$ cat src/hw/rtl/tepq_pkg.sv
// shared types, codes and the time-left helper of the timer event queue
`timescale 1ns / 1ps

package tepq_pkg;

    localparam int TAG_W  = 8;
    localparam int TICK_W = 16;
    localparam int TMO_W  = 15;
    localparam int TL_W   = 18;

    // operation codes
    localparam logic FUNC_INSERT = 1'b0;
    localparam logic FUNC_POP    = 1'b1;

    // status codes
    localparam logic [1:0] STATUS_OK    = 2'd0;
    localparam logic [1:0] STATUS_FULL  = 2'd1;
    localparam logic [1:0] STATUS_EMPTY = 2'd2;

    // timer action codes
    localparam logic [1:0] ACT_LEAVE  = 2'd0;
    localparam logic [1:0] ACT_RELOAD = 2'd1;
    localparam logic [1:0] ACT_OFF    = 2'd2;

    typedef struct packed {
        logic [TAG_W-1:0]  tag;
        logic [TICK_W-1:0] created;
        logic [TMO_W-1:0]  tmo;
    } t_entry;

    typedef struct packed {
        logic              func;
        logic [TICK_W-1:0] now;
        logic [TMO_W-1:0]  timeout;
        logic [TAG_W-1:0]  tag;
    } t_in_item;

    typedef struct packed {
        logic [TAG_W-1:0]  popped_tag;
        logic              popped_valid;
        logic [1:0]        status;
        logic [1:0]        timer_action;
        logic [TICK_W-1:0] head_time_left;
        logic              head_due;
    } t_out_item;

    // read and write strobes toward the level cells
    typedef struct packed {
        logic   rd;
        logic   wr;
        t_entry wr_data;
    } t_cell_req;

    // twice the timeout minus the wrapped ticks elapsed since creation
    function automatic logic signed [TL_W-1:0] time_left(
        input t_entry            e,
        input logic [TICK_W-1:0] now
    );
        logic [TICK_W-1:0] el;
        el = now - e.created;
        time_left = $signed({2'b00, e.tmo, 1'b0}) - $signed({2'b00, el});
    endfunction

endpackage

$ cat src/hw/rtl/tepq_if.sv
// request and response channel interfaces of the timer event queue
`timescale 1ns / 1ps

interface tepq_in_if;
    logic                valid;
    logic                ready;
    tepq_pkg::t_in_item  data;
    modport source (output valid, output data, input ready);
    modport sink   (input valid, input data, output ready);
endinterface

interface tepq_out_if;
    logic                valid;
    logic                ready;
    tepq_pkg::t_out_item data;
    modport source (output valid, output data, input ready);
    modport sink   (input valid, input data, output ready);
endinterface

$ cat src/hw/rtl/tepq_cell.sv
// one heap level: its own entry storage and a stage of the read-data chain
`timescale 1ns / 1ps

module tepq_cell #(
    parameter int DEPTH = 16,
    parameter int LEVEL = 0
) (
    input  logic                            i_clk,
    input  logic                            i_rst_n,
    input  tepq_pkg::t_cell_req             i_req,
    input  logic [$clog2($clog2(DEPTH+1)+1)-1:0] i_rd_lvl,
    input  logic [$clog2(DEPTH+1)-2:0]      i_rd_off,
    input  logic [$clog2($clog2(DEPTH+1)+1)-1:0] i_wr_lvl,
    input  logic [$clog2(DEPTH+1)-2:0]      i_wr_off,
    input  tepq_pkg::t_entry                i_chain,
    output tepq_pkg::t_entry                o_chain
);

    localparam int NLEV    = $clog2(DEPTH + 1);
    localparam int LVL_W   = $clog2(NLEV + 1);
    localparam int SPAN    = 1 << LEVEL;
    localparam int L_DEPTH = (SPAN < DEPTH + 1 - SPAN) ? SPAN : DEPTH + 1 - SPAN;
    localparam int A_W     = (L_DEPTH > 1) ? $clog2(L_DEPTH) : 1;

    tepq_pkg::t_entry r_mem [L_DEPTH];
    tepq_pkg::t_entry r_rd_data;
    logic             r_rd_hit;
    logic             rd_sel;
    logic             wr_sel;

    // level decode
    assign rd_sel = i_req.rd && (i_rd_lvl == LVL_W'(LEVEL));
    assign wr_sel = i_req.wr && (i_wr_lvl == LVL_W'(LEVEL));

    // level storage, registered read
    always_ff @(posedge i_clk) begin
        if (wr_sel) begin
            r_mem[i_wr_off[A_W-1:0]] <= i_req.wr_data;
        end
        if (rd_sel) begin
            r_rd_data <= r_mem[i_rd_off[A_W-1:0]];
        end
    end

    // marks the cycle in which this level owns the read chain
    always_ff @(posedge i_clk) begin
        if (!i_rst_n) begin
            r_rd_hit <= 1'b0;
        end else begin
            r_rd_hit <= rd_sel;
        end
    end

    // read chain: pass the neighbor's data unless this level answered
    assign o_chain = r_rd_hit ? r_rd_data : i_chain;

endmodule

$ cat src/hw/rtl/timer_event_priority_queue.sv
// timer event priority queue: binary min-heap held as a chain of level cells
// insert: written straight in when the queue is empty, dropped when it is full; otherwise the
//   event climbs one level at a time while strictly earlier than its parent, then is written
// pop: refills the root from the last entry unless at most one event is held, then walks down
//   level by level, reading the left and, where it exists, the right child from one cell port
// one request at a time; the result register lets the next request in while a result waits
// reset clears the count and control; entry storage is not cleared and needs no sweep
`timescale 1ns / 1ps

module timer_event_priority_queue #(
    parameter int DEPTH = 16
) (
    input  logic              i_clk,
    input  logic              i_rst_n,
    tepq_in_if.sink           i_req,
    tepq_out_if.source        o_rsp
);

    localparam int NLEV   = $clog2(DEPTH + 1);
    localparam int LVL_W  = $clog2(NLEV + 1);
    localparam int OFF_W  = NLEV - 1;
    localparam int OFFX_W = OFF_W + 1;
    localparam int CNT_W  = $clog2(DEPTH + 1);

    typedef enum logic [6:0] {
        S_IDLE = 7'b0000001,
        S_UP   = 7'b0000010,
        S_LAST = 7'b0000100,
        S_DN_L = 7'b0001000,
        S_DN_R = 7'b0010000,
        S_PUT  = 7'b0100000,
        S_DONE = 7'b1000000
    } t_state;

    t_state                       r_state, n_state;
    logic                         r_func, n_func;
    logic [tepq_pkg::TICK_W-1:0]  r_now, n_now;
    tepq_pkg::t_entry             r_x, n_x;
    tepq_pkg::t_entry             r_bd, n_bd;
    logic                         r_bsel, n_bsel;
    tepq_pkg::t_entry             r_head;
    logic [LVL_W-1:0]             r_lvl, n_lvl;
    logic [OFF_W-1:0]             r_off, n_off;
    logic [LVL_W-1:0]             r_tail_lvl, n_tail_lvl;
    logic [OFF_W-1:0]             r_tail_off, n_tail_off;
    logic [CNT_W-1:0]             r_count, n_count;
    logic [1:0]                   r_status, n_status;
    logic [1:0]                   r_ins_act, n_ins_act;
    logic [tepq_pkg::TAG_W-1:0]   r_pop_tag, n_pop_tag;
    logic                         r_pop_valid, n_pop_valid;
    logic                         r_out_valid, n_out_valid;
    tepq_pkg::t_out_item          r_out, n_out;

    tepq_pkg::t_cell_req          cell_req;
    logic [LVL_W-1:0]             rd_lvl, wr_lvl;
    logic [OFF_W-1:0]             rd_off, wr_off;
    tepq_pkg::t_entry             chain [NLEV+1];
    tepq_pkg::t_entry             rd_data;
    tepq_pkg::t_entry             in_entry;

    logic signed [tepq_pkg::TL_W-1:0] tl_x, tl_d, tl_b, tl_head;
    logic [OFFX_W-1:0]            inc_off, inc_span, dec_span;
    logic                         right_ok;
    logic                         res_sel, res_right;
    tepq_pkg::t_entry             res_data;
    logic                         do_resolve;
    logic [OFF_W-1:0]             c_off;
    logic                         head_empty, head_due;
    tepq_pkg::t_out_item          report;

    // a child slot exists when it lies before the tail position
    function automatic logic kid_ok(
        input logic [LVL_W-1:0]  cl,
        input logic [OFFX_W-1:0] co,
        input logic [LVL_W-1:0]  tail_l,
        input logic [OFF_W-1:0]  tail_o
    );
        kid_ok = (cl < tail_l) || ((cl == tail_l) && (co < {1'b0, tail_o}));
    endfunction

    // chain of level cells
    assign chain[0] = '0;
    for (genvar g = 0; g < NLEV; g++) begin : g_level
        tepq_cell #(
            .DEPTH (DEPTH),
            .LEVEL (g)
        ) u_cell (
            .i_clk    (i_clk),
            .i_rst_n  (i_rst_n),
            .i_req    (cell_req),
            .i_rd_lvl (rd_lvl),
            .i_rd_off (rd_off),
            .i_wr_lvl (wr_lvl),
            .i_wr_off (wr_off),
            .i_chain  (chain[g]),
            .o_chain  (chain[g+1])
        );
    end
    assign rd_data = chain[NLEV];

    assign in_entry = '{tag: i_req.data.tag, created: i_req.data.now,
                        tmo: i_req.data.timeout};

    // comparison keys at the tick of the current request
    assign tl_x    = tepq_pkg::time_left(r_x, r_now);
    assign tl_d    = tepq_pkg::time_left(rd_data, r_now);
    assign tl_b    = tepq_pkg::time_left(r_bd, r_now);
    assign tl_head = tepq_pkg::time_left(r_head, r_now);

    // tail position stepping forward and back
    assign inc_off  = {1'b0, r_tail_off} + 1'b1;
    assign inc_span = OFFX_W'(1) << r_tail_lvl;
    assign dec_span = OFFX_W'(1) << (r_tail_lvl - LVL_W'(1));

    // right child of the current slot
    assign right_ok = kid_ok(r_lvl + LVL_W'(1), {r_off, 1'b1}, r_tail_lvl, r_tail_off);

    // winner of a sift-down level
    always_comb begin
        res_sel   = 1'b0;
        res_right = 1'b0;
        res_data  = r_bd;
        if (r_state == S_DN_L) begin
            res_sel  = (tl_d < tl_x);
            res_data = rd_data;
        end else if (tl_d < (r_bsel ? tl_b : tl_x)) begin
            res_sel   = 1'b1;
            res_right = 1'b1;
            res_data  = rd_data;
        end else begin
            res_sel = r_bsel;
        end
    end

    assign do_resolve = ((r_state == S_DN_L) && !right_ok) || (r_state == S_DN_R);
    assign c_off      = OFF_W'({r_off, res_right});

    // head report after the operation
    assign head_empty = (r_count == '0);
    assign head_due   = !head_empty && tl_head[tepq_pkg::TL_W-1];
    always_comb begin
        report.popped_tag     = r_pop_tag;
        report.popped_valid   = r_pop_valid;
        report.status         = r_status;
        report.head_due       = head_due;
        report.head_time_left = (head_empty || head_due) ? '0
                                : tl_head[tepq_pkg::TICK_W-1:0];
        if (r_func == tepq_pkg::FUNC_INSERT) begin
            report.timer_action = r_ins_act;
        end else if (head_empty) begin
            report.timer_action = tepq_pkg::ACT_OFF;
        end else if (head_due) begin
            report.timer_action = tepq_pkg::ACT_LEAVE;
        end else begin
            report.timer_action = tepq_pkg::ACT_RELOAD;
        end
    end

    // sequencer
    always_comb begin
        n_state     = r_state;
        n_func      = r_func;
        n_now       = r_now;
        n_x         = r_x;
        n_bd        = r_bd;
        n_bsel      = r_bsel;
        n_lvl       = r_lvl;
        n_off       = r_off;
        n_tail_lvl  = r_tail_lvl;
        n_tail_off  = r_tail_off;
        n_count     = r_count;
        n_status    = r_status;
        n_ins_act   = r_ins_act;
        n_pop_tag   = r_pop_tag;
        n_pop_valid = r_pop_valid;
        n_out_valid = r_out_valid;
        n_out       = r_out;
        cell_req.rd      = 1'b0;
        cell_req.wr      = 1'b0;
        cell_req.wr_data = r_x;
        rd_lvl = '0;
        rd_off = '0;
        wr_lvl = r_lvl;
        wr_off = r_off;

        // result register drains independently of the work
        if (r_out_valid && o_rsp.ready) begin
            n_out_valid = 1'b0;
        end

        unique case (r_state)
            S_IDLE: begin
                if (i_req.valid) begin
                    n_func      = i_req.data.func;
                    n_now       = i_req.data.now;
                    n_x         = in_entry;
                    n_status    = tepq_pkg::STATUS_OK;
                    n_ins_act   = tepq_pkg::ACT_LEAVE;
                    n_pop_tag   = '0;
                    n_pop_valid = 1'b0;
                    n_state     = S_DONE;
                    if (i_req.data.func == tepq_pkg::FUNC_INSERT) begin
                        if (r_count == CNT_W'(DEPTH)) begin
                            n_status = tepq_pkg::STATUS_FULL;
                        end else begin
                            n_count = r_count + 1'b1;
                            n_lvl   = r_tail_lvl;
                            n_off   = r_tail_off;
                            if (inc_off == inc_span) begin
                                n_tail_lvl = r_tail_lvl + LVL_W'(1);
                                n_tail_off = '0;
                            end else begin
                                n_tail_off = inc_off[OFF_W-1:0];
                            end
                            if (r_tail_lvl == '0) begin
                                // empty queue: the event becomes the root
                                cell_req.wr      = 1'b1;
                                cell_req.wr_data = in_entry;
                                wr_lvl           = '0;
                                wr_off           = '0;
                                n_ins_act        = tepq_pkg::ACT_RELOAD;
                            end else begin
                                cell_req.rd = 1'b1;
                                rd_lvl      = r_tail_lvl - LVL_W'(1);
                                rd_off      = r_tail_off >> 1;
                                n_state     = S_UP;
                            end
                        end
                    end else if (r_count == '0) begin
                        n_status = tepq_pkg::STATUS_EMPTY;
                    end else begin
                        n_pop_tag   = r_head.tag;
                        n_pop_valid = 1'b1;
                        n_count     = r_count - 1'b1;
                        if (r_tail_off == '0) begin
                            n_tail_lvl = r_tail_lvl - LVL_W'(1);
                            n_tail_off = OFF_W'(dec_span - 1'b1);
                        end else begin
                            n_tail_off = r_tail_off - 1'b1;
                        end
                        if (r_count != CNT_W'(1)) begin
                            // fetch the last entry to refill the root
                            cell_req.rd = 1'b1;
                            rd_lvl      = n_tail_lvl;
                            rd_off      = n_tail_off;
                            n_state     = S_LAST;
                        end
                    end
                end
            end
            S_UP: begin
                if (tl_x < tl_d) begin
                    // parent moves down, event climbs one level
                    cell_req.wr      = 1'b1;
                    cell_req.wr_data = rd_data;
                    n_lvl = r_lvl - LVL_W'(1);
                    n_off = r_off >> 1;
                    if (r_lvl == LVL_W'(1)) begin
                        n_ins_act = tepq_pkg::ACT_RELOAD;
                        n_state   = S_PUT;
                    end else begin
                        cell_req.rd = 1'b1;
                        rd_lvl      = r_lvl - LVL_W'(2);
                        rd_off      = r_off >> 2;
                    end
                end else begin
                    cell_req.wr = 1'b1;
                    n_state     = S_DONE;
                end
            end
            S_LAST: begin
                n_x   = rd_data;
                n_lvl = '0;
                n_off = '0;
                if (r_count > CNT_W'(1)) begin
                    cell_req.rd = 1'b1;
                    rd_lvl      = LVL_W'(1);
                    rd_off      = '0;
                    n_state     = S_DN_L;
                end else begin
                    n_state = S_PUT;
                end
            end
            S_DN_L: begin
                n_bd   = rd_data;
                n_bsel = (tl_d < tl_x);
                if (right_ok) begin
                    cell_req.rd = 1'b1;
                    rd_lvl      = r_lvl + LVL_W'(1);
                    rd_off      = OFF_W'({r_off, 1'b1});
                    n_state     = S_DN_R;
                end
            end
            S_DN_R: begin
                n_state = r_state;
            end
            S_PUT: begin
                cell_req.wr = 1'b1;
                n_state     = S_DONE;
            end
            S_DONE: begin
                if (!r_out_valid || o_rsp.ready) begin
                    n_out_valid = 1'b1;
                    n_out       = report;
                    n_state     = S_IDLE;
                end
            end
            default: begin
                n_state = S_IDLE;
            end
        endcase

        // close one sift-down level
        if (do_resolve) begin
            cell_req.wr = 1'b1;
            if (!res_sel) begin
                n_state = S_DONE;
            end else begin
                cell_req.wr_data = res_data;
                n_lvl = r_lvl + LVL_W'(1);
                n_off = c_off;
                if (kid_ok(r_lvl + LVL_W'(2), {c_off, 1'b0}, r_tail_lvl, r_tail_off)) begin
                    cell_req.rd = 1'b1;
                    rd_lvl      = r_lvl + LVL_W'(2);
                    rd_off      = OFF_W'({c_off, 1'b0});
                    n_state     = S_DN_L;
                end else begin
                    n_state = S_PUT;
                end
            end
        end
    end

    assign i_req.ready = (r_state == S_IDLE);
    assign o_rsp.valid = r_out_valid;
    assign o_rsp.data  = r_out;

    // control registers
    always_ff @(posedge i_clk) begin
        if (!i_rst_n) begin
            r_state     <= S_IDLE;
            r_count     <= '0;
            r_tail_lvl  <= '0;
            r_tail_off  <= '0;
            r_out_valid <= 1'b0;
        end else begin
            r_state     <= n_state;
            r_count     <= n_count;
            r_tail_lvl  <= n_tail_lvl;
            r_tail_off  <= n_tail_off;
            r_out_valid <= n_out_valid;
        end
    end

    // payload registers
    always_ff @(posedge i_clk) begin
        r_func      <= n_func;
        r_now       <= n_now;
        r_x         <= n_x;
        r_bd        <= n_bd;
        r_bsel      <= n_bsel;
        r_lvl       <= n_lvl;
        r_off       <= n_off;
        r_status    <= n_status;
        r_ins_act   <= n_ins_act;
        r_pop_tag   <= n_pop_tag;
        r_pop_valid <= n_pop_valid;
        r_out       <= n_out;
        // shadow of the root entry
        if (cell_req.wr && (wr_lvl == '0)) begin
            r_head <= cell_req.wr_data;
        end
    end

    // fill level never passes the capacity
    a_count_range: assert property (@(posedge i_clk) disable iff (!i_rst_n)
        r_count <= CNT_W'(DEPTH))
        else $error("event count above capacity");

    // an empty heap has its tail at the root slot
    a_tail_empty: assert property (@(posedge i_clk) disable iff (!i_rst_n)
        (r_count == '0) |-> ((r_tail_lvl == '0) && (r_tail_off == '0)))
        else $error("tail position out of step with count");

    // an accepted insert into a non-full queue grows it by one
    a_insert_grow: assert property (@(posedge i_clk) disable iff (!i_rst_n)
        (i_req.valid && i_req.ready && (i_req.data.func == tepq_pkg::FUNC_INSERT)
         && (r_count != CNT_W'(DEPTH)))
        |=> (r_count == CNT_W'($past(r_count) + 1'b1)))
        else $error("insert did not grow the queue");

    // an accepted pop from a non-empty queue shrinks it by one
    a_pop_shrink: assert property (@(posedge i_clk) disable iff (!i_rst_n)
        (i_req.valid && i_req.ready && (i_req.data.func == tepq_pkg::FUNC_POP)
         && (r_count != '0))
        |=> (r_count == CNT_W'($past(r_count) - 1'b1)))
        else $error("pop did not shrink the queue");

endmodule

$ cat src/flat_wrapper.sv
// flat-port wrapper written by rule: the top's interface ports become plain ports
module timer_event_priority_queue_flat 
#(
    parameter int DEPTH = 16
)
  (i_clk, i_rst_n, i_req_valid, i_req_data, i_req_ready, o_rsp_valid, o_rsp_data, o_rsp_ready);
  tepq_in_if i_req_i ();
  tepq_out_if o_rsp_i ();
  input  logic i_clk;
  input  logic i_rst_n;
  input wire logic [$bits(i_req_i.valid)-1:0] i_req_valid;
  input wire logic [$bits(i_req_i.data)-1:0] i_req_data;
  output wire logic [$bits(i_req_i.ready)-1:0] i_req_ready;
  output wire logic [$bits(o_rsp_i.valid)-1:0] o_rsp_valid;
  output wire logic [$bits(o_rsp_i.data)-1:0] o_rsp_data;
  input wire logic [$bits(o_rsp_i.ready)-1:0] o_rsp_ready;
  assign i_req_i.valid = i_req_valid;
  assign i_req_i.data = i_req_data;
  assign i_req_ready = i_req_i.ready;
  assign o_rsp_valid = o_rsp_i.valid;
  assign o_rsp_data = o_rsp_i.data;
  assign o_rsp_i.ready = o_rsp_ready;
  timer_event_priority_queue #(.DEPTH(DEPTH)) u_core (.i_clk(i_clk), .i_rst_n(i_rst_n), .i_req(i_req_i), .o_rsp(o_rsp_i));
endmodule
$ cat config.mk
export PLATFORM = sky130hd
export DESIGN_NAME = timer_event_priority_queue_flat
export DESIGN_NICKNAME = d
export VERILOG_FILES = /design/src/hw/rtl/tepq_pkg.sv /design/src/hw/rtl/tepq_if.sv /design/src/hw/rtl/tepq_cell.sv /design/src/hw/rtl/timer_event_priority_queue.sv /design/src/flat_wrapper.sv
export SDC_FILE = /design/constraint.sdc
export NUM_CORES = 2
export LEC_CHECK = 0
export BUFFER_PORTS_ARGS = -buffer_cell sky130_fd_sc_hd__buf_2
export CORE_UTILIZATION = 30
export DETAILED_ROUTE_END_ITERATION = 6
export GPL_TIMING_DRIVEN = 0
export PLACE_DENSITY = 0.48
export SYNTH_ARGS = -nofsm -noshare
export SYNTH_HDL_FRONTEND = slang
export SYNTH_HIERARCHICAL = 1
export SYNTH_SLANG_ARGS = --single-unit
$ cat constraint.sdc
create_clock -name i_clk -period 30.2 [get_ports i_clk]
set_input_delay 4.53 -clock i_clk [delete_from_list [all_inputs] [get_ports i_clk]]
set_output_delay 4.53 -clock i_clk [all_outputs]
set_load 0.02 [all_outputs]
# After elaboration in Yosys (flattened, before gate mapping)

Memories as Yosys holds them, arrays and structs flattened. A register that Yosys moved wholly into a read port is not among the register bits.
Index checks and enable logic that the tools add are counted.
W data, S select, Z words.

Add/subtract/negate cells: 19
$lt $le $gt $ge: 8
Equality and inequality tests: 31
Shift-type cells: 2
Multiplexer cells: 140
Bitwise gates (word level): 1
Reduce and logical (&&, ||, !) cells: 40

Operator list:

| cell                 | number |
|---|---|
| $mux W39             | 10 |
| $pmux W39 S2         | 2 |
| $mux W3              | 43 |
| $mux W41             | 3 |
| $mux W7              | 12 |
| $mux W40             | 2 |
| $sub A16 B16 Y17     | 4 |
| $sub A16 B16 Y16     | 4 |
| $lt A18 B18 Y1       | 3 |
| $pmux W7 S7          | 1 |
| $mux W4              | 11 |
| $mux W1              | 32 |
| $mux W2              | 11 |
| $mux W18             | 1 |
| $pmux W3 S3          | 2 |
| $logic_and A1 B1 Y1  | 15 |
| $mux W5              | 3 |
| $eq A3 B2 Y1 const B | 4 |
| $mux W6              | 2 |
| $pmux W3 S4          | 1 |
| $pmux W4 S3          | 1 |
| $lt A5 B4 Y1         | 2 |
| $reduce_and A5 Y1    | 2 |
| $eq A3 B1 Y1 const B | 3 |
| other kinds (42)     | 67 |

Register bits after elaboration: 210
RAM bits: 624
Input bits: 44
Output and inout bits: 32
Memories: 5

Memories:

| name                           | depth | width | read ports | clocked after memory_dff | write ports | RTL line        | RTL |
|---|---|---|---|---|---|---|---|
| u_core.g_level[3].u_cell.r_mem | 8     | 39    | 1          | 1                        | 1           | tepq_cell.sv:25 | `tepq_pkg::t_entry r_mem [L_DEPTH];` |
| u_core.g_level[2].u_cell.r_mem | 4     | 39    | 1          | 1                        | 1           | tepq_cell.sv:25 |  |
| u_core.g_level[1].u_cell.r_mem | 2     | 39    | 1          | 1                        | 1           | tepq_cell.sv:25 |  |
| u_core.g_level[0].u_cell.r_mem | 1     | 39    | 1          | 1                        | 1           | tepq_cell.sv:25 |  |
| u_core.g_level[4].u_cell.r_mem | 1     | 39    | 1          | 1                        | 1           | tepq_cell.sv:25 |  |

# Logic depth before layout (Yosys ltp)

Depth in word-level cells: 19
Gate-level depth with buffers: 45
Mapped depth without buffers: 41

# Modules after synthesis

The synthesis kept the hierarchy.

Modules (own cells, without submodules):

| module                                | times used | cells an instance | area each (um^2) | seq. area each (um^2) |
|---|---|---|---|---|
| timer_event_priority_queue            | 1          | 1703              | 16079.2          | 5855.6 |
| tepq_cell at u_core.g_level[3].u_cell | 1          | 549               | 13524.2          | 10560.1 |
| tepq_cell at u_core.g_level[2].u_cell | 1          | 295               | 7323.3           | 5875.6 |
| tepq_cell at u_core.g_level[1].u_cell | 1          | 210               | 4610.7           | 3533.4 |
| tepq_cell at u_core.g_level[4].u_cell | 1          | 126               | 2907.8           | 2362.3 |
| tepq_cell at u_core.g_level[0].u_cell | 1          | 125               | 2904.0           | 2362.3 |

# Worst setup path after synthesis

Ideal clock, no wire load.

Kind: reg2reg
From: register u_core.g_level[0].u_cell.r_rd_hit
To: register, netlist name u_core/g_level[0].u_cell/r_rd_data[0]
Setup time: 549 ps
Arrival: 11623 ps
Data required time: 29651 ps
Slack: 18029 ps
Cell stages (with the launch flop): 38
Buffers on the path: 2
Cell sequence: dfxtp_1 > buf_4 > mux2_2 > mux2_2 > mux2_2 > mux2_2 > mux2_2 > inv_1 > ha_1 > a21o_1 > a21o_1 > a21oi_1 > o21bai_1 > a21o_1 > a41o_1 > o41ai_1 > xnor2_1 > ha_1 > (+2 left out) > nand4b_1 > o21ai_0 > o21bai_1 > a21oi_1 > xnor2_1 > ha_1 > a2111oi_0 > a21oi_1 > a21oi_1 > ha_1 > a21oi_1 > nor2b_1 > o21ai_0 > a31oi_1 > inv_1 > a21oi_1 > o221ai_1 > nor4b_1

RTL lines:

| item                   | RTL line        | RTL |
|---|---|---|
| start, declared        | tepq_cell.sv:27 | `logic r_rd_hit;` |
| start signal, assigned | tepq_cell.sv:50 | `r_rd_hit <= rd_sel;` |

==> impl_metrics.py <==
metrics = {
    "sta": {
        "setup_tns_ns": 0,
        "max_freq_ghz": 0.0808,
        "fin_skew_ns": 0.0277,
        "final-setup-viol-count": 0,
        "fin_ws_ns": 17.82,
        "report.final.hold_viol_count": 0,
        "tightest_slew_ns": 1.34,
        "whs_ns": 0.412,
        "drv_slew": 0,
        "rsz0062_at_grt": "false",
        "min_period_over_period_pct": 41.0,
        "slew-limit-headroom_pct": 10.6,
        "period_needed_ns": 12.38,
    },
    "pwr": {
        "ir_drop_v": 0.000131,
        "powerDensity_mw_per_mm2": 115,
        "power_uw": 6440,
        "p_leak_uw": 0.0193,
    },
    "floorplanning": {
        "coreArea_mm2": 0.156,
        "rows": 145,
        "fp.dieH_um": 399,
        "initial_core_util_pct": 30.3,
        "boundaryPins": 76,
        "fp.dieW_um": 399,
        "dieArea_mm2": 0.159,
    },
    "grt": {
        "grt_usage_pct": 16.9,
        "grt_pass1_vias": 27100,
        "overflow": 0,
        "grt_pass1_wl_mm": 195,
        "grt_max_degree": 41,
        "antenna_found_initial": 8,
    },
    "critical_path": {
        "slowest_stage": "a2111oi_0",
        "cp_slowest_stage_delay_ns": 0.89,
        "end_kind": "flop",
        "path_common_cell": "a21oi_1",
        "crit_fanout": 10,
        "crit_type": "flop to flop",
        "worstSetupStartpointType": "flop",
        "reg2reg_depth": 41,
        "rrSetupSlack_ns": 17.82,
        "worstPathArrival_ns": 12.83,
        "crit_required_ns": 30.65,
    },
    "clocking": {
        "numCtsBuffers": 110,
        "clkLatencyLatePin_ns": 0.72,
        "cts_tree": "done",
        "h-tree-depth": 3,
        "cts_setup_buffers": 0,
        "ctsResizeCount": 0,
        "hold_buffers": 0,
        "cts_sinks": 1028,
        "clockBufferDepth": 3,
        "cts_root_buf": "clkbuf_16",
        "clk_pin_slew_worst_paths_ns": 0.06,
    },
    "detailed_routing": {
        "first_iter_violations": 2326,
        "totalWireLength_mm": 135,
        "drt_pass1_iterations": 5,
        "drc_errors": 0,
        "vias": 27000,
        "top_layer": "met4",
        "wl_met3_mm": 4.98,
        "routedWlPerCell_um": 24.5,
        "vias_per_cell": 4.89,
        "wl_met2_mm": 64.0,
        "ant_nets": 0,
        "wl_met1_mm": 63.2,
    },
    "placement": {
        "dp_hpwl_mm": 102,
        "gp_congestion": 0.881,
        "io_buffer_count": 74,
        "pre_cts_ws_ns": 17.73,
    },
    "final_layout": {
        "drive_gt1_share_pct": 25.6,
        "area_growth_pct": 18.0,
        "layout.nets": 3593,
    },
    "logic_synthesis": {
        "synthCells": 3004,
        "syn-mean-instance-area_um2": 15.8,
        "ys_warn_count": 6,
        "syn-cell-area_mm2": 0.0473,
    },
    "hold_path": {
        "whs_path_depth": 0,
        "min_path_type": "flop to flop",
    },
    "flow_run": {
        "drv_cap": 0,
    },
    "run_status": {
        "outcome": "completed",
    },
}
-- layer usage --
layer  up-vias  GRT usage [%]
met4         0           4.78
met1     13800           23.6
met2       576           27.7
met3       153           1.93
met5         -              0
li1      12400              -
-- through the flow --
step | util, % | instance area, um^2 | std cells
2_1_floorplan | - | 47500 | 3042
3_3_place_gp | 32.2 | 50400 | 5174
3_5_place_dp | 33.4 | 52300 | 5311
4_1_cts | 35.7 | 55800 | 5515
5_1_grt | 35.7 | 55800 | 5516
6_report | 35.7 | 55800 | 5519
-- report_power, final --
part	total (uW)	switching [uW]	internal, uW
combinational	3180	1950	1230
sequential	1920	60.0	1860
clock	1340	570	774
-- worst max-delay path: cells and delay by family (launching register included) --
| kind | cells | cell delay (ns) |
|---|---|---|
| fa+ha+maj | 4 | 1.15 |
| compound gates | 18 | 5.58 |
| flops | 1 | 0.39 |
| xor+xnor | 2 | 0.39 |
| buf+inv | 7 | 2.02 |
| simple gates | 3 | 0.33 |
| mux | 7 | 2.21 |
-- sequential cells by signal, indices dropped and copies added, names as in the netlist --
| name | count |
|---|---|
| u_core/o_rsp.data | 30 |
| u_core/r_state | 7 |
| u_core/g_level.u_cell/r_rd_hit | 5 |
| u_core/r_tail_off | 4 |
| u_core/r_bsel | 1 |
| u_core/r_off | 4 |
| u_core/r_bd | 39 |
| u_core/g_level.u_cell/r_rd_data | 195 |
| u_core/r_tail_lvl | 3 |
| u_core/o_rsp.valid | 1 |
| u_core/r_pop_tag | 8 |
| u_core/r_pop_valid | 1 |
| u_core/r_now | 16 |
| u_core/g_level.u_cell/r_mem | 624 |
| u_core/r_ins_act | 1 |
| u_core/r_status | 2 |
| u_core/r_lvl | 3 |
| u_core/r_count | 5 |
| u_core/r_head | 39 |
| u_core/r_func | 1 |
| u_core/r_x | 39 |
-- final cells by class --
type                    instances  area [um^2]
fillers                     14900       101000
flip-flops and latches       1028        30500
multi-input cells            1760        16000
clock buffers                 149         2960
well taps                    2058         2570
repair buffers                212         1990
plain buffers                 110          678
clock inverters                55          592
inverters                     144          541
diodes                          3         7.51
-- final timing paths --
path,start,to
worst min register to register,u_core/r_pop_tag[4],u_core/o_rsp.data[26]
worst min-delay path,u_core/r_pop_tag[4],u_core/o_rsp.data[26]
worst max register to register,u_core/g_level[0].u_cell/r_rd_hit,u_core/g_level[3].u_cell/r_rd_data[19]
worst max-delay path,u_core/g_level[0].u_cell/r_rd_hit,u_core/g_level[3].u_cell/r_rd_data[19]
-- placed cells by master (no fill, tap or decap), types with 24 or more instances in the layout --
cell       count
edfxtp_1     996
a21o_1        45
inv_1        143
mux2_2       214
a21oi_1      150
mux2i_1       43
ha_1         175
clkbuf_1      84
xnor2_1       75
dfxtp_1       32
nor3_1        34
mux4_2       117
nor2_1       113
xor2_1        48
buf_2         97
buf_8         31
nand2_1      138
buf_6         65
clkbuf_16    112
mux2_4        61
conb_1        39
nand3_1       31
nand2b_1      24
buf_4         62
o21ai_0       72
a22oi_1       48
No activity file was read; power rests on OpenSTA's default activity.
